**src/rtl/core/npcf_pkg.sv**
```systemverilog
// Shared types and constants for the neighbor pair cutoff filter.
package npcf_pkg;

   localparam int ATOM_INDEX_BITS = 20;
   localparam int COORD_BITS      = 32;
   localparam int CUTOFF_BITS     = 63;
   localparam int OWNED_END_BITS  = 21;
   localparam int REF_BITS        = 22;
   localparam int TOTAL_BITS      = 11;
   localparam int SQUARE_BITS     = 2 * COORD_BITS;
   localparam int CSR_INDEX_BITS  = 2;
   localparam int QUEUE_DEPTH     = 4;
   localparam int QUEUE_PTR_BITS  = $clog2(QUEUE_DEPTH);

   localparam logic [CSR_INDEX_BITS-1:0] CSR_CUTOFF_SQUARED = 2'd0;
   localparam logic [CSR_INDEX_BITS-1:0] CSR_OWNED_FIRST    = 2'd1;
   localparam logic [CSR_INDEX_BITS-1:0] CSR_OWNED_END      = 2'd2;

   localparam logic OPCODE_CENTER    = 1'b0;
   localparam logic OPCODE_CANDIDATE = 1'b1;

   typedef struct packed {
      logic                          opcode;
      logic [ATOM_INDEX_BITS-1:0]    atom_index;
      logic signed [COORD_BITS-1:0]  pos_x;
      logic signed [COORD_BITS-1:0]  pos_y;
      logic signed [COORD_BITS-1:0]  pos_z;
      logic                          final_candidate;
   } npcf_req_type;

   typedef struct packed {
      logic                      accepted;
      logic [REF_BITS-1:0]       neighbor_ref;
      logic                      is_local;
      logic [TOTAL_BITS-1:0]     local_total;
      logic [TOTAL_BITS-1:0]     remote_total;
      logic                      list_end;
   } npcf_rsp_type;

   // Classified item handed from the front to the back.
   typedef struct packed {
      logic                       is_center;
      logic                       skip;
      logic                       owned;
      logic [ATOM_INDEX_BITS-1:0] index;
      logic                       list_end;
      logic [COORD_BITS-1:0]      mag_x;
      logic [COORD_BITS-1:0]      mag_y;
      logic [COORD_BITS-1:0]      mag_z;
   } npcf_task_type;

endpackage

```
**src/rtl/core/npcf_queue.sv**
```systemverilog
// Short queue of classified items between front and back.
module npcf_queue (
   input  logic                    clock,
   input  logic                    reset,
   input  logic                    push,
   input  npcf_pkg::npcf_task_type push_data,
   output logic                    full,
   input  logic                    pop,
   output logic                    head_valid,
   output npcf_pkg::npcf_task_type head_data
);
   import npcf_pkg::*;

   npcf_task_type               entries_ff [QUEUE_DEPTH];
   logic [QUEUE_PTR_BITS-1:0]   head_ff, head_in;
   logic [QUEUE_PTR_BITS-1:0]   tail_ff, tail_in;
   logic [QUEUE_PTR_BITS:0]     count_ff, count_in;

   assign full       = (count_ff == (QUEUE_PTR_BITS+1)'(QUEUE_DEPTH));
   assign head_valid = (count_ff != '0);
   assign head_data  = entries_ff[head_ff];

   always_comb begin
      head_in  = pop  ? head_ff + 1'b1 : head_ff;
      tail_in  = push ? tail_ff + 1'b1 : tail_ff;
      count_in = count_ff;
      if (push && !pop) begin
         count_in = count_ff + 1'b1;
      end else if (pop && !push) begin
         count_in = count_ff - 1'b1;
      end
   end

   always_ff @(posedge clock) begin
      if (reset) begin
         head_ff  <= '0;
         tail_ff  <= '0;
         count_ff <= '0;
      end else begin
         head_ff  <= head_in;
         tail_ff  <= tail_in;
         count_ff <= count_in;
      end
   end

   always_ff @(posedge clock) begin
      if (push) begin
         entries_ff[tail_ff] <= push_data;
      end
   end

endmodule

```
**config.mk**
```make
export PLATFORM = sky130hd
export DESIGN_NAME = npcf_queue
export DESIGN_NICKNAME = d
export VERILOG_FILES = /design/src/rtl/core/npcf_pkg.sv /design/src/rtl/core/npcf_queue.sv
export SDC_FILE = /design/constraint.sdc
export NUM_CORES = 1
export LEC_CHECK = 0
export BUFFER_PORTS_ARGS = -buffer_cell sky130_fd_sc_hd__buf_2
export CORE_MARGIN = 5
export CORE_UTILIZATION = 50
export DETAILED_ROUTE_END_ITERATION = 6
export GPL_TIMING_DRIVEN = 1
export MAX_ROUTING_LAYER = met4
export PLACE_DENSITY = 0.71
export SYNTH_ARGS = -nofsm -noshare
export SYNTH_HDL_FRONTEND = slang
export SYNTH_SLANG_ARGS = --single-unit
```
**constraint.sdc**
```tcl
create_clock -name clock -period 6.45 [get_ports clock]
set_input_delay 1.6125 -clock clock [delete_from_list [all_inputs] [get_ports clock]]
set_output_delay 1.6125 -clock clock [all_outputs]
set_load 0.05 [all_outputs]
```
Word-level counts from Yosys, hierarchy flattened
Memory sizes are Yosys's and may differ from the RTL's. A register that Yosys moved wholly into a read port is not among the register bits.
Index checks and enable logic that the tools add are counted.
Word-level totals
  flip-flop bits (word level): 7
  RAM bits: 480
  output and inout port bits: 122
  logic and storage cells: 21
  memories kept: 1
Cells by class
  $add $sub $neg: 4
  equal/unequal tests: 1
  muxes and demuxes: 6
  reduce and logical (&&, ||, !) cells: 6
Memory list
  entries_ff: depth 4, width 120, rd ports 1, clocked after Yosys merged registers in 1, write ports 1, RTL line npcf_queue.sv:14  | npcf_task_type entries_ff [QUEUE_DEPTH];
Operators by type and width (number)
  $mux 3: 2
  $add 2x1->2 const B: 2
  $mux 2: 2
  $add 3x1->3 const B: 1
  $eq 3x3->1 const B: 1
  $reduce_bool 3->1: 1
  $sub 3x1->3 const B: 1
  $logic_and 1x1->1: 2
  $logic_not 1->1: 2
  $mux 1: 2
  $reduce_bool 2->1: 1

Longest topological paths before layout
  depth in word-level cells: 4
  mapped depth: 7
  depth with buffers taken out: 7

Worst setup path after synthesis
Ideal clock, no wire load.
  path type: in2reg
  from: input port push
  to: memory entries_ff[0][0] (netlist bit), enable pin
  arrival time: 4367 ps
  data required time: 5957 ps
  slack: 1590 ps
  cell stages on the path: 1
  path through: and2_1
Between the ends
  cells in the longest elaborated chain, start to end: 2
RTL lines
  start: declaration: RTL line npcf_queue.sv:5  | input logic push,
  $mux 1: RTL line npcf_queue.sv:47  | if (push) begin
  $mux 1 (not written as such): RTL line npcf_queue.sv:48  | entries_ff[tail_ff] <= push_data;
  end: declaration: RTL line npcf_queue.sv:14
No other way between the ends.

==> reports/results.env <==
OUTCOME='finished, final reports clean'
MIN_DELAY_PATH_CLASS='register to register'
NUMBER_OF_HOLD_BUFFERS_ADDED_AFTER_CTS=0
YS_FF_LATCH=489
DIE_AREA_UM2=39340
POWER.DENSITY_CELL_AREA_nW_PER_UM2=346.1
POST_SYNTHESIS_COMPOUND_GATE_AREA_FRACTION_PCT=0.05643
SYNTHESIS.NETS=800
SYNTH_MUX_AREA_SHARE_PCT=15.35
COMBINATIONAL_FAMILY_WITH_THE_MOST_AREA_AFTER_SYNTHESIS='multiplexers'
DIE_W_UM=198.4
IOPINCOUNT=246
NUMCTSBUFFERS=48
FINALWEIGHTEDCONGESTION=0.7072
YOSYS-TOP-CELLS-AREA='sky130_fd_sc_hd__edfxtp_1, sky130_fd_sc_hd__mux4_2, sky130_fd_sc_hd__dfxtp_1'
ARRIVAL_TIME_OF_DATA_AT_THE_CRITICAL_PATH_ENDPOINT_PS=2560
DESIGN.FINAL.NETS=1078
SETUP_TNS_PS=0
SYNTHADDERAREAFRAC_PCT=0.4655
STARTPOINT_CLASS_OF_THE_CRITICAL_PATH='register'
STD_CELL_ROWS=69
TIMING_WORST_SLEW_PIN_VALUE_PS=968.5
PERIOD_SHARE_PCT=64.66
FINALWORSTPATHREQUIREDPERIOD_PS=4170
FIRST_GLOBAL_VIAS=8474
YOSYSWARNINGS=0
POST_CTS.RESIZED_INSTANCES=0
VDD_IR_DROP_MAX_mV=0.2675
UNREPAIRED_SETUP_ENDPOINTS_AFTER_GLOBAL_ROUTING='no'
FILLCELLCOUNT=2507
FINALSETUPVIOLATIONS=0
DIE_HEIGHT_UM=198.4
DETAIL_ROUTE.ITER0.VIOLATIONS=358
VIAS=7889
GRT_PASS1_WL_UM=49910
ENDPOINT_KIND='output port'
NUMBER_OF_HOLD_SLACK_VIOLATIONS_IN_THE_FINAL_TIMING_REPORT=0
SYNTH.LARGEST_AREA_CELL='sky130_fd_sc_hd__edfxtp_1'
OVERFLOW=0
CLK-INSERTION-DELAY-LATE_PS=570
MAX_CAP_VIOL_COUNT=0
TRITONCTS_NUM_SINKS=489
INITIAL_UTILIZATION_PCT=50.24
R2R-START='tail_ff[0]'
SLEW_VIOLATIONS=0
FMAX_MHz=239.8
WORSTSETUPPATHTYPE='register to output port'
PLACEABLECOREAREA_UM2=35310
POST_SYNTH.CELL_AREA_AVG_UM2=26.48
REG2REG_TO='entries_ff[0][105]'
SYNTHESIS.AREA_UM2=17740
RELATIVE_AREA_CHANGE_FROM_SYNTHESIS_TO_FINAL_LAYOUT_PCT=18.06
WL_PER_CELL_UM=22.82
HOLD_STARTPOINT='head_ff[1]'
GRT_USAGE_PCT=17.54
POWER.STATIC_LEAKAGE_nW=7.009
CLOCK_SLEW_SEEN_BY_THE_REGISTERS_OF_THE_WORST_SETUP_AND_HOLD_PATHS_PS=60
DRT_PRE_ANTENNA_ITERS=4
TIMING.HOLD.WS_PS=532.5
WORSTREGTOREGCELLS=4
ANTENNA_FOUND_INITIAL=12
CTS_TREE='built'
DRIVE_ABOVE_1_SHARE_PCT=45.27
SYNTH.YOSYS.SEQ_AREA_SHARE_PCT=82.27
CTS.HTREE.LEVELS=2
SYNTH_SIMPLE_GATE_AREA_SHARE_PCT=0.4232
ROUTE.FINAL.WIRE_LENGTH_UM=33220
SETUP.REG_TO_REG.WORST_SLACK_PS=4070
CRITICAL_PATH.MAX_STAGE_DELAY_PS=870
SYNTH_XOR_XNOR_AREA_SHARE_PCT=0.2469
CLOCK_TREE.ROOT_CELL='sky130_fd_sc_hd__clkbuf_16'
GRT_START_MAX_NET_PINS=81
SLEW_HEADROOM_PCT=35.43
WORSTSETUPENDPOINT='head_data[33]'
YS_TYPES=20
ROUTE.DETAILED.DRC=0
WORSTPATHREQUIRED_PS=4840
POST-DP-HPWL_UM=19640
PORT_BUFFERS=245
CRITICAL-PATH-SLOWEST-CELL='sky130_fd_sc_hd__dfxtp_4'
SYNTHESIS.INSTANCES=670
CELLS_ALONG_THE_CRITICAL_PATH='buf_12 > mux4_2 > buf_2'
MAX_BUFFERS_ROOT_TO_SINK=3
VIASPERCELL=5.418
CRITICAL_PATH.MAX_FANOUT=66
FINISH.UTILIZATION_PCT=59.31
FINAL.SETUP_SKEW_PS=26.41
CTS.REPAIR_TIMING.SETUP_BUFFER_COUNT=0
ANT_NETS=0
FRACTION_OF_POST_SYNTHESIS_CELL_AREA_IN_THE_TOP_CELL_TYPE_BY_AREA_PCT=81.26
[layer usage]
metal | routed length, um | vias up | GRT usage (%)
met2 | 16060 | 242 | 27.02
met1 | 13690 | 4125 | 22.70
met4 | 597 | 0 | 4.820
li1 | - | 3474 | -
met3 | 2876 | 48 | 6.040
met5 | 0 | - | -
[cells by family (layout without fill, tap and decap cells)]
| kind of cell | count (synthesis) | count (layout) |
|---|---|---|
| xor+xnor | 5 | 5 |
| buf+inv | 31 | 344 |
| fa+ha+maj | 6 | 6 |
| simple gates | 15 | 15 |
| flops | 489 | 489 |
| compound gates | 2 | 2 |
| mux | 122 | 122 |
| other cells | 0 | 12 |
[how the worst min path moves through the flow]
stage | to | slack, ps | cells after the start
5_1_grt | head_ff[1] | 570 | 2
3_3_place_gp | count_ff[2] | 480 | 2
6_report | head_ff[1] | 530 | 2
4_1_cts | head_ff[1] | 540 | 2
3_5_place_dp | count_ff[2] | 500 | 2
2_1_floorplan | count_ff[2] | 460 | 2
[cell usage after synthesis]
master and count:
sky130_fd_sc_hd__edfxtp_1 480, sky130_fd_sc_hd__mux4_2 120, sky130_fd_sc_hd__buf_2 12, sky130_fd_sc_hd__buf_6 10, sky130_fd_sc_hd__dfxtp_1 9, sky130_fd_sc_hd__nor2_1 7, sky130_fd_sc_hd__ha_1 5, sky130_fd_sc_hd__and2_1 4
sky130_fd_sc_hd__clkbuf_1 4, sky130_fd_sc_hd__inv_1 4, sky130_fd_sc_hd__xor2_1 3, sky130_fd_sc_hd__mux2i_1 2, sky130_fd_sc_hd__or3_1 2, sky130_fd_sc_hd__xnor2_1 2, sky130_fd_sc_hd__a21oi_1 1, sky130_fd_sc_hd__buf_4 1
sky130_fd_sc_hd__fa_1 1, sky130_fd_sc_hd__nand2_1 1, sky130_fd_sc_hd__nor3b_1 1, sky130_fd_sc_hd__o21ai_0 1
[power by group]
group	internal, mW	switching [mW]
registers	3.65	0.0456
logic	0.295	0.716
clock network	1.44	1.10
[layout by cell type (no fill, tap or decap), types with 2 or more instances in the layout]
cell,n
sky130_fd_sc_hd__clkinv_1,13
sky130_fd_sc_hd__mux4_2,120
sky130_fd_sc_hd__edfxtp_1,480
sky130_fd_sc_hd__dfxtp_1,7
sky130_fd_sc_hd__diode_2,12
sky130_fd_sc_hd__inv_1,4
sky130_fd_sc_hd__clkbuf_8,3
sky130_fd_sc_hd__clkinv_2,8
sky130_fd_sc_hd__mux2i_1,2
sky130_fd_sc_hd__buf_4,7
sky130_fd_sc_hd__or3_1,2
sky130_fd_sc_hd__and2_4,4
sky130_fd_sc_hd__clkbuf_16,48
sky130_fd_sc_hd__nor2_1,7
sky130_fd_sc_hd__buf_2,245
sky130_fd_sc_hd__buf_12,3
sky130_fd_sc_hd__dfxtp_4,2
sky130_fd_sc_hd__clkbuf_1,8
sky130_fd_sc_hd__ha_1,5
sky130_fd_sc_hd__xor2_1,3
sky130_fd_sc_hd__xnor2_1,2
[registers in the layout, summed over array words and instances, names as in the netlist, named ones only]
register	count
tail_ff	2
entries_ff	480
count_ff	3
head_ff	2
[cell type report]
type | instances | area, um2 | area share, %
Timing Repair Buffer | 255 | 1339 | 6.393
Inverter | 4 | 15.01 | 0.07169
Clock inverter | 26 | 163.9 | 0.7826
Antenna cell | 12 | 30.03 | 0.1434
Sequential cell | 489 | 14600 | 69.72
Multi-Input combinational cell | 150 | 2944 | 14.06
Clock buffer | 59 | 1272 | 6.076
Tap cell | 461 | 576.8 | 2.754
[critical path: cells and delay by family, from the launching register on]
family,cells,cell delay (ps)
DFF,1,870
buffers and inverters,2,670
muxes,1,380
[through the flow]
stage,std cells,cell area [um2],worst slack [ps],total power [mW]
finish,1456,20940,2280,7.249
global route,1455,20940,2139,7.531
CTS,1444,20910,2141,7.342
detailed placement,1359,19480,2773,4.794
global placement,1359,19480,2765,4.780
floorplan,670,17740,1590,4.530
No activity file was read; power rests on OpenSTA's default activity.
