<file path="config.mk">
export PLATFORM = sky130hd
export DESIGN_NAME = npcf_front
export DESIGN_NICKNAME = d
export VERILOG_FILES = /design/src/rtl/core/npcf_pkg.sv /design/src/rtl/core/npcf_front.sv
export SDC_FILE = /design/constraint.sdc
export NUM_CORES = 1
export LEC_CHECK = 0
export BUFFER_PORTS_ARGS = -buffer_cell sky130_fd_sc_hd__buf_2
export CAP_MARGIN = 10
export CORE_MARGIN = 3
export CORE_UTILIZATION = 61
export CTS_CLUSTER_DIAMETER = 150
export CTS_CLUSTER_SIZE = 25
export DETAILED_ROUTE_END_ITERATION = 8
export PLACE_DENSITY = 0.95
export SYNTH_ARGS = -nofsm -noshare
export SYNTH_HDL_FRONTEND = slang
export SYNTH_SLANG_ARGS = --single-unit
</file>
<file path="constraint.sdc">
create_clock -name clock -period 14.25 [get_ports clock]
set_clock_uncertainty 0.05 [all_clocks]
set_input_delay 2.85 -clock clock [delete_from_list [all_inputs] [get_ports clock]]
set_output_delay 2.85 -clock clock [all_outputs]
set_load 0.02 [all_outputs]
</file>
<file path="src/rtl/core/npcf_pkg.sv">
// Shared types and constants for the neighbor pair cutoff filter.
package npcf_pkg;

   localparam int ATOM_INDEX_BITS = 20;
   localparam int COORD_BITS      = 32;
   localparam int CUTOFF_BITS     = 63;
   localparam int OWNED_END_BITS  = 21;
   localparam int REF_BITS        = 22;
   localparam int TOTAL_BITS      = 11;
   localparam int SQUARE_BITS     = 2 * COORD_BITS;
   localparam int CSR_INDEX_BITS  = 2;
   localparam int QUEUE_DEPTH     = 4;
   localparam int QUEUE_PTR_BITS  = $clog2(QUEUE_DEPTH);

   localparam logic [CSR_INDEX_BITS-1:0] CSR_CUTOFF_SQUARED = 2'd0;
   localparam logic [CSR_INDEX_BITS-1:0] CSR_OWNED_FIRST    = 2'd1;
   localparam logic [CSR_INDEX_BITS-1:0] CSR_OWNED_END      = 2'd2;

   localparam logic OPCODE_CENTER    = 1'b0;
   localparam logic OPCODE_CANDIDATE = 1'b1;

   typedef struct packed {
      logic                          opcode;
      logic [ATOM_INDEX_BITS-1:0]    atom_index;
      logic signed [COORD_BITS-1:0]  pos_x;
      logic signed [COORD_BITS-1:0]  pos_y;
      logic signed [COORD_BITS-1:0]  pos_z;
      logic                          final_candidate;
   } npcf_req_type;

   typedef struct packed {
      logic                      accepted;
      logic [REF_BITS-1:0]       neighbor_ref;
      logic                      is_local;
      logic [TOTAL_BITS-1:0]     local_total;
      logic [TOTAL_BITS-1:0]     remote_total;
      logic                      list_end;
   } npcf_rsp_type;

   // Classified item handed from the front to the back.
   typedef struct packed {
      logic                       is_center;
      logic                       skip;
      logic                       owned;
      logic [ATOM_INDEX_BITS-1:0] index;
      logic                       list_end;
      logic [COORD_BITS-1:0]      mag_x;
      logic [COORD_BITS-1:0]      mag_y;
      logic [COORD_BITS-1:0]      mag_z;
   } npcf_task_type;

endpackage

</file>
<file path="src/rtl/core/npcf_front.sv">
// Front end: holds the center atom, classifies candidates, forms axis distances.
module npcf_front #(
   parameter int INDEX_BITS = 20
) (
   input  logic                                 clock,
   input  logic                                 reset,
   input  logic                                 req_valid,
   output logic                                 req_ready,
   input  npcf_pkg::npcf_req_type               req_data,
   input  logic [npcf_pkg::ATOM_INDEX_BITS-1:0] owned_first,
   input  logic [npcf_pkg::OWNED_END_BITS-1:0]  owned_end,
   input  logic                                 queue_full,
   output logic                                 push,
   output npcf_pkg::npcf_task_type              task_out
);
   import npcf_pkg::*;

   localparam int IDX_USED = (INDEX_BITS < ATOM_INDEX_BITS) ? INDEX_BITS : ATOM_INDEX_BITS;
   localparam logic [ATOM_INDEX_BITS-1:0] IDX_MASK =
      ATOM_INDEX_BITS'((64'd1 << IDX_USED) - 64'd1);

   logic [ATOM_INDEX_BITS-1:0] center_id_ff, center_id_in;
   logic [COORD_BITS-1:0]      center_x_ff, center_x_in;
   logic [COORD_BITS-1:0]      center_y_ff, center_y_in;
   logic [COORD_BITS-1:0]      center_z_ff, center_z_in;

   logic [ATOM_INDEX_BITS-1:0] idx;
   logic                       owned;
   logic                       load_center;

   function automatic logic [COORD_BITS-1:0] axis_mag(input logic [COORD_BITS-1:0] a,
                                                      input logic [COORD_BITS-1:0] b);
      logic [COORD_BITS:0] d;
      logic [COORD_BITS:0] m;
      d = {a[COORD_BITS-1], a} - {b[COORD_BITS-1], b};
      m = d[COORD_BITS] ? (~d + 1'b1) : d;
      return m[COORD_BITS-1:0];
   endfunction

   assign req_ready   = !queue_full;
   assign push        = req_valid && req_ready;
   assign idx         = req_data.atom_index & IDX_MASK;
   assign load_center = push && (req_data.opcode == OPCODE_CENTER);
   assign owned       = (idx >= owned_first) && ({1'b0, idx} < owned_end);

   always_comb begin
      task_out.is_center = (req_data.opcode == OPCODE_CENTER);
      task_out.owned     = owned;
      task_out.skip      = owned && (idx <= center_id_ff);
      task_out.index     = idx;
      task_out.list_end  = req_data.final_candidate;
      task_out.mag_x     = axis_mag(center_x_ff, req_data.pos_x);
      task_out.mag_y     = axis_mag(center_y_ff, req_data.pos_y);
      task_out.mag_z     = axis_mag(center_z_ff, req_data.pos_z);
   end

   always_comb begin
      center_id_in = center_id_ff;
      center_x_in  = center_x_ff;
      center_y_in  = center_y_ff;
      center_z_in  = center_z_ff;
      if (load_center) begin
         center_id_in = idx;
         center_x_in  = req_data.pos_x;
         center_y_in  = req_data.pos_y;
         center_z_in  = req_data.pos_z;
      end
   end

   always_ff @(posedge clock) begin
      if (reset) begin
         center_id_ff <= '0;
         center_x_ff  <= '0;
         center_y_ff  <= '0;
         center_z_ff  <= '0;
      end else begin
         center_id_ff <= center_id_in;
         center_x_ff  <= center_x_in;
         center_y_ff  <= center_y_in;
         center_z_ff  <= center_z_in;
      end
   end

endmodule

</file>
# Word level (Yosys, flattened, before mapping)
# Cells that the tools add are included.
[word_totals]
input_bits = 163
ff_bits = 116
word_cells = 25
out_inout_bits = 122
[classes]
n_bitwise = 4
mux = 3
n_reduce_logical = 5
magnitude_cmp = 3
add_sub_neg = 6
[ops]
columns = ["op", "count"]
rows = [
  ["subtractor 32 x 32 -> 33 bit", 3],
  ["adder 32 x 1 -> 32 bit, second input constant", 3],
  ["two-way mux 32 bit", 3],
  ["NOT 32 bit", 3],
  ["< comparator 20 x 21 -> 1 bit", 1],
  ["greater-or-equal comparator 20 bit", 1],
  ["less-or-equal comparator 20 bit", 1],
  ["logical AND 1 bit", 4],
  ["logical NOT 1 bit", 1],
  ["NOT 1 bit", 1],
]

# Logic depth before layout (Yosys ltp)
# Gate-level depths: netlist of run 1.
[depth]
depth_word = 4
depth_mapped = 16
ltp_nobuf = 15

# Worst setup path after synthesis of run 1
# Ideal clock, no wire load.
[synth_path]
path_kind = "input to output"
start = "in req_data[33] (netlist bit)"
end = "out task_out[63] (netlist bit)"
n_path_buf = 0
arrival_time_ns = 6.337
required_ns = 11.350
stages = 14
path_slack_ns = 5.013
cell_sequence = "ha_1 > inv_1 > fa_1 > a21o_1 > a221o_1 > and4_1 > or3b_2 > xor2_1 > or2_2 > nor3_1 > nand3b_1 > nor2_1 > a41oi_1 > xnor2_1"
[synth_rtl]
columns = ["element", "line", "source"]
rows = [
  ["start, declared", "npcf_front.sv:9", "input npcf_pkg::npcf_req_type req_data,"],
  ["end, declared", "npcf_front.sv:14", "output npcf_pkg::npcf_task_type task_out"],
]

==> reports/summary.md, run 1 <==
- 14.7% — Area Overhead vs Synth
- input pin to output pin — WS Path Type
- flop to flop — type of the worst min-delay path
- 0.0212 sq mm — CORE AREA
- 4 — H-tree level count
- 15.3% — Adder-Cell Fraction of Synth Area
- 6 — length of the first detailed-routing pass in iterations
- 0 — DRC viols
- 0.0000738 V — VDD IR-drop max
- 2212 — syn_nets
- 410 ps — latest clock arrival within the worst-skew pair
- done — CTS tree
- 17.5% — share of the yosys chip area belonging to registers
- 403 ps — Fin Hold WS
- 53 — number of placement rows
- 2 — maximum count of clock buffers along a single path
- completed — status
- 7140 ps — arrival time at the worst endpoint
- 282 — Buffers on Ports
- 0 — total of warnings raised by yosys
- 13480 ps — worst reg2reg setup slack
- sky130_fd_sc_hd__nand2_1 — most repeated cell in the gate-level netlist after synthesis
- 1888 — post-synthesis cell count
- sky130_fd_sc_hd__nand2_1, sky130_fd_sc_hd__a21oi_1, sky130_fd_sc_hd__inv_1, sky130_fd_sc_hd__ha_1, sky130_fd_sc_hd__dfxtp_1 — cell types with the highest counts after synthesis
- 0.00982 sq mm — multi-input gate area in the final layout
- 0 — total of endpoints with negative setup slack in the final report
- 17.5% — area share of the leading cell type in the synthesized netlist
- 71.8% — post-layout utilization of the core
- 6 — maximum net fanout on the critical path
- 0.00232 sq mm — Register Area
- 285 — # IOs
- 0 — Post-CTS Repair Setup Buffers
- 14300 — routed vias
- sky130_fd_sc_hd__clkbuf_16 — CTS Root Buffer Type
- 38900 um — total wirelength of the detailed-routed design
- 0 — Detail Route Antenna Nets
- 10040 ps — shortest clock period the worst path allows after layout
- false — unrepaired setup endpoints after global routing
- 30200 um — post-detailed-placement half-perimeter wirelength
- 0 — total grt overflow
- 0.0996 GHz — Max Clock Freq
- 0.0236 sq mm — area enclosed by the die boundary
- 0 — number of max-cap violations
- 5.98 — via count normalized by instance count
- 0 — number of synthesized flops with an enable pin
- 154 um — horizontal die dimension
- 10.7% — XOR/XNOR Fraction of Synth Area
- 16.3% — ratio of cells with drive above 1 in the final layout
- 16.2 um — average routed wire per standard cell
- 0 — final number of max-transition violations
- sky130_fd_sc_hd__dfxtp_1 — biggest area consumer among synthesized cells
- sky130_fd_sc_hd__dfxtp_1 — most common flop cell mapped by yosys
- 0.838% — multiplexer share of the synthesized area
- 1160 ps — slew at the pin closest to its max-slew limit
- 0.00733 uW — LEAKAGE
- 9 — initial antenna violation count
- 0.0152 sq mm — final instance area
- 2358 — number of placed instances with taps included
- 0.949 — routability congestion estimate
- 60 ps — clock-pin slew on the worst setup and hold paths
- 100 — largest net degree at the start of global routing
- input pin — type of element launching the critical path
- 0 — final count of hold timing violations
- 1707 — FILL cells
- 116 — number of register bits inferred by synthesis
- 63200 um — wire length of the first global-routing pass
- sky130_fd_sc_hd__dfxtp_1, sky130_fd_sc_hd__ha_1, sky130_fd_sc_hd__nand2_1, sky130_fd_sc_hd__a21oi_1, sky130_fd_sc_hd__xnor2_1 — cells taking the most area after synthesis
- 0.0146 sq mm — placed standard-cell area
- 116 — number of clock sinks
- 7.04 sq um — Syn Area/Cell
- 0% — proportion of register bits with asynchronous set or reset after synthesis
- 0 ps — Total Negative Setup Slacks
- 0 — # hold bufs at CTS
- 62.6% — initial core utilization
- output pin — type of element capturing the critical path
- 31.5% — Total GRT Usage
- 0.0133 sq mm — Synth Cell Area
- 13600 — number of global-route vias before repair
- 25.3% — Synth Area in Compound Gates
- 11350 ps — CP required
- 995 — detailed router's first-iteration violation count
- 154 um — Die Ht
- 0 — count of cells resized by post-cts repair
- 21.7% — area fraction in and, or, nand and nor cells after synthesis
- 2426 — count of nets after finishing
- compound AO/OA/AOI/OAI gates — dominant combinational cell family by area after synthesis
- 17 — clock buffers created by TritonCTS
- 22.4% — headroom to the max-slew limit
- 2397 — filler-free cell count of the finished design
- 70.4% — post-route clock period utilization
- 87.0 mW/mm^2 — cell area power density
- 83 — Distinct cells, synth
-- power by group --
group	switching, uW	internal (uW)	total [uW]
sequential	5.95	335	341
combinational	343	201	544
clock	164	276	440
total	513	813	1330
-- worst max-delay path, stage by stage --
cell and delay (ps):
sky130_fd_sc_hd__buf_2 90, sky130_fd_sc_hd__ha_1 160, sky130_fd_sc_hd__inv_1 60, sky130_fd_sc_hd__fa_1 470
sky130_fd_sc_hd__a211oi_1 280, sky130_fd_sc_hd__o21bai_1 160, sky130_fd_sc_hd__a211o_1 410, sky130_fd_sc_hd__a211oi_1 560
sky130_fd_sc_hd__nand3b_1 160, sky130_fd_sc_hd__nand3_1 220, sky130_fd_sc_hd__or3b_2 520, sky130_fd_sc_hd__nor4_1 540
sky130_fd_sc_hd__nand3_1 130, sky130_fd_sc_hd__a2bb2oi_1 200, sky130_fd_sc_hd__xnor2_1 140, sky130_fd_sc_hd__buf_2 190
-- cell families after synthesis --
family                     after synthesis
AOI/OAI and AO/OA                      544
xor gates and xnor gates               162
adders and majority gates              161
buffers and inverters                  280
DFF                                    116
muxes                                   11
and+or+nand+nor                        614
-- metal layers --
metal	track usage, %	vias up	share of wire (%)
met5	0	-	0
met2	54.0	700	48
li1	-	6962	-
met3	5.94	136	8.0
met4	14.2	0	3.8
met1	38.4	6534	40
-- registers in the layout (all words and copies together), names as in the netlist --
register      count
center_y_ff      32
center_z_ff      32
center_id_ff     20
center_x_ff      32
-- worst paths after layout --
path / endpoint / depth (start not counted) / startpoint
max: task_out[95] / 16 / req_data[65]
min reg2reg: center_id_ff[16] / 2 / center_id_ff[16]
max reg2reg: center_x_ff[1] / 2 / center_x_ff[1]
min: center_id_ff[16] / 2 / center_id_ff[16]
-- area by class of cell --
type | count | area share [%]
Antenna cell | 9 | 0.148
Clock buffer | 20 | 2.93
Clock inverter | 10 | 0.878
Inverter | 189 | 4.65
Multi-Input combinational cell | 1492 | 64.4
Sequential cell | 116 | 15.2
Tap cell | 275 | 2.26
Timing Repair Buffer | 286 | 9.47
-- placed cells by master (no fill, tap or decap), types with 10 or more instances in the layout --
cell type and instances:
sky130_fd_sc_hd__ha_1 158, sky130_fd_sc_hd__dfxtp_1 116, sky130_fd_sc_hd__o21a_1 19, sky130_fd_sc_hd__a31oi_1 29, sky130_fd_sc_hd__inv_1 189, sky130_fd_sc_hd__nor2b_1 23
sky130_fd_sc_hd__clkbuf_16 17, sky130_fd_sc_hd__buf_2 281, sky130_fd_sc_hd__o21bai_1 12, sky130_fd_sc_hd__xnor2_1 98, sky130_fd_sc_hd__o211ai_1 10, sky130_fd_sc_hd__and3_1 24
sky130_fd_sc_hd__nor3_1 26, sky130_fd_sc_hd__nor2_1 97, sky130_fd_sc_hd__o21ai_0 88, sky130_fd_sc_hd__or3_1 13, sky130_fd_sc_hd__nand2_1 312, sky130_fd_sc_hd__nand4_1 18
sky130_fd_sc_hd__nand2b_1 20, sky130_fd_sc_hd__o31ai_1 13, sky130_fd_sc_hd__a21o_1 52, sky130_fd_sc_hd__a21oi_1 228, sky130_fd_sc_hd__xor2_1 64, sky130_fd_sc_hd__a211oi_1 12
sky130_fd_sc_hd__nand3_1 21
-- through the flow --
| stage | setup WS, ps | total power (uW) |
|---|---|---|
| global route | 3920 | 1390 |
| floorplan | 5010 | 725 |
| detailed placement | 4280 | 882 |
| CTS | 4270 | 1320 |
| global placement | 4410 | 870 |
| finish | 4210 | 1330 |
Power figures use the tool's default switching activity.
==> inputs of run 2 (changes only) <==
--- a/config.mk
+++ b/config.mk
@@ -5,14 +5,15 @@
 export SDC_FILE = /design/constraint.sdc
 export NUM_CORES = 1
 export LEC_CHECK = 0
+export ABC_AREA = 1
 export BUFFER_PORTS_ARGS = -buffer_cell sky130_fd_sc_hd__buf_2
 export CAP_MARGIN = 10
 export CORE_MARGIN = 3
-export CORE_UTILIZATION = 61
+export CORE_UTILIZATION = 59
 export CTS_CLUSTER_DIAMETER = 150
 export CTS_CLUSTER_SIZE = 25
 export DETAILED_ROUTE_END_ITERATION = 8
-export PLACE_DENSITY = 0.95
+export PLACE_DENSITY = 0.93
 export SYNTH_ARGS = -nofsm -noshare
 export SYNTH_HDL_FRONTEND = slang
 export SYNTH_SLANG_ARGS = --single-unit
==> constraint.sdc (replaced) <==
create_clock -name clock -period 10.06 [get_ports clock]
set_clock_uncertainty 0.05 [all_clocks]
set_input_delay 2.012 -clock clock [delete_from_list [all_inputs] [get_ports clock]]
set_output_delay 2.012 -clock clock [all_outputs]
set_load 0.02 [all_outputs]
==> run 2 against run 1 <==
Against the previous run:
- sequential power rose by 42%
- largest cell class unchanged
- via count rose by 32%
- combinational power rose by 55%
- critical endpoint is now task_out[13]
- global-route usage rose by 2.1 points
- critical path depth rose by 4
- synthesized cell count rose by 55%
- synthesized area rose by 21%
- sequential share of layout area fell by 2.5 points
==> reports/summary.md, run 2 <==
- sky130_fd_sc_hd__dfxtp_1 — most common flop cell mapped by yosys
- 7500 ps — shortest clock period the worst path allows after layout
- 5.51 sq um — Syn Area/Cell
- 0.00232 sq mm — Register Area
- 31.9% — clock network power share
- 0.0161 sq mm — Synth Cell Area
- 0 — total of endpoints with negative setup slack in the final report
- sky130_fd_sc_hd__nand2_1 — most repeated cell in the gate-level netlist after synthesis
- 0.0112 sq mm — multi-input gate area in the final layout
- 5 — length of the first detailed-routing pass in iterations
- 14.4 um — average routed wire per standard cell
- false — unrepaired setup endpoints after global routing
- 1110 uW — cell internal pwr
- 2458 — FILL cells
- done — CTS tree
- 60 ps — clock-pin slew on the worst setup and hold paths
- 33 — maximum net fanout on the critical path
- 3253 — syn_nets
- output pin — type of element capturing the critical path
- sky130_fd_sc_hd__nand2_1 — biggest area consumer among synthesized cells
- 2 — maximum count of clock buffers along a single path
- 0% — proportion of register bits with asynchronous set or reset after synthesis
- completed — status
- 0 — Post-CTS Repair Setup Buffers
- 171 um — Die Ht
- 1050 ps — slew at the pin closest to its max-slew limit
- 14.4% — share of the yosys chip area belonging to registers
- 43.3% — switching portion of total power
- 1408 — detailed router's first-iteration violation count
- 8000 ps — CP required
- 116 — number of clock sinks
- 0 ps — Total Negative Setup Slacks
- 59 — number of placement rows
- sky130_fd_sc_hd__nand2_1, sky130_fd_sc_hd__inv_1, sky130_fd_sc_hd__nor2_1, sky130_fd_sc_hd__nand3_1, sky130_fd_sc_hd__a21oi_1 — cell types with the highest counts after synthesis
- 116 — number of register bits inferred by synthesis
- 420 ps — latest clock arrival within the worst-skew pair
- 33.6% — Total GRT Usage
- 17 — clock buffers created by TritonCTS
- 22.7% — area share of the leading cell type in the synthesized netlist
- input pin to output pin — WS Path Type
- 7 — initial antenna violation count
- 41200 um — post-detailed-placement half-perimeter wirelength
- 17600 — number of global-route vias before repair
- 846 uW — net switching power
- 24.8% — relative contribution of sequential cells to total power
- 2929 — post-synthesis cell count
- 0 — total of warnings raised by yosys
- 5.39 — via count normalized by instance count
- 0 — Detail Route Antenna Nets
- 0 — # hold bufs at CTS
- 43.3% — Comb pwr share
- sky130_fd_sc_hd__clkbuf_16 — CTS Root Buffer Type
- 0 — number of synthesized flops with an enable pin
- flop to flop — type of the worst min-delay path
- 18900 — routed vias
- 0.0265 sq mm — CORE AREA
- 0.986 — routability congestion estimate
- 60.9% — initial core utilization
- 0 — DRC viols
- 9270 ps — worst reg2reg setup slack
- 4 — H-tree level count
- 0 — final count of hold timing violations
- 12.8% — Area Overhead vs Synth
- 81600 um — wire length of the first global-routing pass
- 0.0107 uW — LEAKAGE
- 30.2% — headroom to the max-slew limit
- 0 — number of max-cap violations
- 282 — Buffers on Ports
- sky130_fd_sc_hd__nand2_1 — most frequent standard cell in the layout excluding fill and tap cells
- 107 mW/mm^2 — cell area power density
- 100 — largest net degree at the start of global routing
- sky130_fd_sc_hd__nand2_1, sky130_fd_sc_hd__inv_1, sky130_fd_sc_hd__buf_2, sky130_fd_sc_hd__nor2_1, sky130_fd_sc_hd__nand3_1 — most frequent cells in the layout
- 285 — # IOs
- 74.5% — post-route clock period utilization
- sky130_fd_sc_hd__nand2_1, sky130_fd_sc_hd__dfxtp_1, sky130_fd_sc_hd__inv_1, sky130_fd_sc_hd__ha_1, sky130_fd_sc_hd__nand3_1 — cells taking the most area after synthesis
- 46 — Distinct cells, synth
- 171 um — horizontal die dimension
- input pin — type of element launching the critical path
- 0.000107 V — VDD IR-drop max
- 0 — count of cells resized by post-cts repair
- 50600 um — total wirelength of the detailed-routed design
- 0 — total grt overflow
- 0.133 GHz — Max Clock Freq
- 0 — final number of max-transition violations
- 0.0294 sq mm — area enclosed by the die boundary
- 5430 ps — arrival time at the worst endpoint
- 3479 — count of nets after finishing
- 416 ps — Fin Hold WS
- center_x_ff: 32 flops, center_y_ff: 32 flops, center_z_ff: 32 flops — leading registers by flop count
- 11.8% — ratio of cells with drive above 1 in the final layout
## run 2: changes by cell type after synthesis, sizes merged, moves of 22 or more
cell / delta
inv: +399
a21o: -51
and3: -22
nand2: +676
nor2: +168
xnor2: -68
nand3: +223
o21ai: -48
nand3b: +25
nor2b: -23
a21oi: -30
a31oi: -27
## run 2: layout make-up
cell class              instances  area share (%)
repair buffers                287            7.98
clock inverters                15           0.853
clock buffers                  17            2.34
multi-input cells            2144            61.6
inverters                     589            12.2
well taps                     335            2.30
diodes                          2          0.0275
flip-flops and latches        116            12.8
## run 2: power by group through the flow
stage               Sequential [uW]  Clock (uW)  Combinational [uW]
CTS                             484         630                 837
finish                          484         623                 845
global placement                494           0                 811
detailed placement              495           0                 833
floorplan                       492           0                 592
global route                    486         648                 935
## run 2: path summary, 6_finish.rpt
path	startpoint	endpoint	cells after the start
max	req_data[1]	task_out[13]	20
min	center_x_ff[7]	center_x_ff[7]	2
max reg2reg	center_id_ff[5]	center_id_ff[5]	2
min reg2reg	center_x_ff[7]	center_x_ff[7]	2
## run 2: routing by layer
| layer | vias up | share of wire [%] | GRT usage, % | wire length (um) |
|---|---|---|---|---|
| met1 | 8574 | 42 | 41.5 | 21500 |
| met2 | 677 | 48 | 59.6 | 24200 |
| met3 | 116 | 6.8 | 5.29 | 3440 |
| li1 | 9516 | - | - | - |
| met4 | 10 | 2.9 | 11.6 | 1460 |
| met5 | - | 0.12 | 0 | 59 |
## run 2: critical path: stages
cell	delay [ps]
sky130_fd_sc_hd__buf_2	90
sky130_fd_sc_hd__ha_1	130
sky130_fd_sc_hd__inv_1	60
sky130_fd_sc_hd__fa_1	410
sky130_fd_sc_hd__nand2_1	90
sky130_fd_sc_hd__nand2_1	70
sky130_fd_sc_hd__nand2_1	90
sky130_fd_sc_hd__inv_1	60
sky130_fd_sc_hd__nand2_1	70
sky130_fd_sc_hd__nand2_1	90
sky130_fd_sc_hd__nand2_1	120
sky130_fd_sc_hd__nand2_1	130
sky130_fd_sc_hd__nand3_1	120
sky130_fd_sc_hd__nand2_1	60
sky130_fd_sc_hd__nand2_1	60
sky130_fd_sc_hd__nand2_1	280
sky130_fd_sc_hd__inv_1	800
sky130_fd_sc_hd__o21ai_0	290
sky130_fd_sc_hd__xnor2_1	210
sky130_fd_sc_hd__buf_2	190
## run 2: metrics by stage
step	instance area [sq um]	worst slack (ps)	util, %	total power [uW]	std cells
6_report	18200	2560	68.7	1950	3505
5_1_grt	18200	2280	68.7	2070	3505
4_1_cts	18200	2650	68.7	1950	3503
3_5_place_dp	17600	2650	66.5	1330	3471
3_3_place_gp	17600	2870	66.5	1310	3471
2_1_floorplan	16100	3700	-	1080	2929
## run 2: cell families (layout without fill, tap and decap cells)
logic type / count (synthesis) / in the layout / synth area share (%)
DFF: 116 / 116 / 14.4
adders and majority gates: 161 / 161 / 12.6
AOI/OAI and AO/OA: 282 / 282 / 9.45
other: 0 / 2 / 0
and+or+nand+nor: 1610 / 1610 / 42.1
xor gates and xnor gates: 91 / 91 / 5.20
buffers and inverters: 669 / 908 / 16.2
==> inputs of run 3 (changes only) <==
--- a/config.mk
+++ b/config.mk
@@ -9,11 +9,11 @@
 export BUFFER_PORTS_ARGS = -buffer_cell sky130_fd_sc_hd__buf_2
 export CAP_MARGIN = 10
 export CORE_MARGIN = 3
-export CORE_UTILIZATION = 59
+export CORE_UTILIZATION = 53
 export CTS_CLUSTER_DIAMETER = 150
 export CTS_CLUSTER_SIZE = 25
 export DETAILED_ROUTE_END_ITERATION = 8
-export PLACE_DENSITY = 0.93
+export PLACE_DENSITY = 0.88
 export SYNTH_ARGS = -nofsm -noshare
 export SYNTH_HDL_FRONTEND = slang
 export SYNTH_SLANG_ARGS = --single-unit
==> constraint.sdc (replaced) <==
create_clock -name clock -period 6.8 [get_ports clock]
set_clock_uncertainty 0.05 [all_clocks]
set_input_delay 1.36 -clock clock [delete_from_list [all_inputs] [get_ports clock]]
set_output_delay 1.36 -clock clock [all_outputs]
set_load 0.02 [all_outputs]
==> run 3 against run 2 <==
Against the previous run:
- global-route usage decreased by 6.4 points
- final cell count increased by 1.6%
- register-to-register slack got worse by 3200 ps
- non-clock buffer count increased by 1
- critical endpoint is now task_out[68]
- largest power group unchanged
==> reports/summary.md, run 3 (synthesized netlist as in run 2, its figures left out) <==
- met2 — grt peak-use layer
- 4 — H-tree level count
- req_data[65] — launching element of the worst setup path
- 570 ps — biggest cell delay along the critical path
- 33.9% — met1 Use GR
- 0.0298 sq mm — CORE AREA
- 282 — Buffers on Ports
- 20.9% — headroom to the max-slew limit
- 0.000162 V — VDD IR-drop max
- 1300 — detailed router's first-iteration violation count
- 4 — count of buffering cells on the critical path with inverters included
- sky130_fd_sc_hd__clkbuf_16 — CTS Root Buffer Type
- 11.9% — ratio of cells with drive above 1 in the final layout
- buf_2, ha_1, inv_1, fa_1, nand3_1, nand3_1, nand3_1, nand3b_2, nand2_1, nand2_1, nand2_1, nand3_2, xor2_4, inv_2, a21oi_1, xnor2_1, buf_2 — ordered cell list for the critical path
- center_y_ff[1] — Worst R2R Start
- 1110 ps — placement-stage worst setup slack
- 0 — final count of hold timing violations
- 3480 — count of nets after finishing
- 0.175 GHz — Max Clock Freq
- 0 — DRC viols
- 48.2% — fraction of met2 tracks used by global routing
- 13.4% — Area Overhead vs Synth
- 0 — Detail Route Antenna Nets
- completed — status
- 45800 um — total wirelength of the detailed-routed design
- 0 — final number of max-transition violations
- 0.0107 uW — LEAKAGE
- 157 mW/mm^2 — cell area power density
- center_x_ff: 32 flops, center_y_ff: 32 flops, center_z_ff: 32 flops — leading registers by flop count
- sky130_fd_sc_hd__xor2_4 — crit path max-delay cell type
- 8 — length of the first detailed-routing pass in iterations
- done — CTS tree
- flop to flop — type of the worst min-delay path
- 108 — largest net degree at the start of global routing
- input pin — type of element launching the critical path
- 12.9 um — average routed wire per standard cell
- 285 — # IOs
- 37100 um — post-detailed-placement half-perimeter wirelength
- 0 — total grt overflow
- 5.15 — via count normalized by instance count
- 5390 ps — CP required
- 5720 ps — shortest clock period the worst path allows after layout
- 84.1% — post-route clock period utilization
- 1080 ps — final setup margin
- 1190 ps — slew at the pin closest to its max-slew limit
- 0 — # hold bufs at CTS
- 0 — number of max-cap violations
- 27.2% — Total GRT Usage
- false — unrepaired setup endpoints after global routing
- 180 um — horizontal die dimension
- 116 — number of clock sinks
- 63 — number of placement rows
- 4.50% — met3 usage
- 0 ps — Total Negative Setup Slacks
- simple AND/OR/NAND/NOR gates — cell type group with the largest total delay on the critical path
- 54.1% — initial core utilization
- sky130_fd_sc_hd__nand2_1, sky130_fd_sc_hd__inv_1, sky130_fd_sc_hd__buf_2, sky130_fd_sc_hd__nor2_1, sky130_fd_sc_hd__nand3_1 — most frequent cells in the layout
- 180 um — Die Ht
- 0 — Post-CTS Repair Setup Buffers
- 7 — initial antenna violation count
- 28 — maximum net fanout on the critical path
- 18400 — routed vias
- output pin — type of element capturing the critical path
- 410 ps — latest clock arrival within the worst-skew pair
- 17 — clock buffers created by TritonCTS
- 2 — maximum count of clock buffers along a single path
- sky130_fd_sc_hd__nand2_1 — most frequent standard cell in the layout excluding fill and tap cells
- 0.982 — routability congestion estimate
- input pin to output pin — WS Path Type
- 70 ps — clock-pin slew on the worst setup and hold paths
- 4310 ps — arrival time at the worst endpoint
- 0.0326 sq mm — area enclosed by the die boundary
- 0 — count of cells resized by post-cts repair
- 16800 — number of global-route vias before repair
- 75700 um — wire length of the first global-routing pass
- 0 — total of endpoints with negative setup slack in the final report
- center_x_ff[30] — critical hold path startpoint
==> run 3: changes by cell type in the layout (fill, tap and decap cells not counted), sizes merged <==
cell,before,now
clkinvlp,2,4
clkbuf,17,19
buf,287,288
bufinv,1,2
diode,2,3
inv,598,593
==> run 3: area by class of cell <==
type                       count  area [sq um]
tap                          390           488
inverter                     589          2210
fill                        2954         11500
sequential                   116          2320
clock inverter                13           148
timing repair buffer         288          1460
clock buffer                  19           453
antenna                        3          7.51
multi-input combinational   2144         11200
==> run 3: worst reg2reg max path, stage by stage, from the launching register on <==
cell and delay (ps):
sky130_fd_sc_hd__dfxtp_1 390, sky130_fd_sc_hd__nand2_1 70, sky130_fd_sc_hd__a21oi_1 160
==> run 3: per-layer routing <==
layer  wire length (um)  vias to the layer above
met3               3180                       94
met1              20100                     8073
met5                 48                        -
met4               1060                        8
met2              21400                      659
li1                   -                     9517
==> run 3: final timing paths <==
path | to | slack [ps] | cells after the start
worst min-delay path | center_x_ff[30] | 410 | 2
worst max register to register | center_y_ff[1] | 6050 | 2
worst max-delay path | task_out[68] | 1080 | 17
worst min register to register | center_x_ff[30] | 410 | 2
==> run 3: stage by stage <==
stage          std cells  power (uW)  util, %  area, sq um  hold slack, ps
2_1_floorplan       2929        1600        -        16100             393
3_3_place_gp        3527        1930     59.4        17700             405
3_5_place_dp        3527        1940     59.4        17700             407
4_1_cts             3559        2890     61.4        18300             416
5_1_grt             3562        3070     61.4        18300             431
6_report            3562        2880     61.4        18300             415
==> run 3: where the power goes <==
group          switching, uW  internal (uW)
logic                    806            413
registers               11.8            705
clock network            381            566
total                   1200           1680
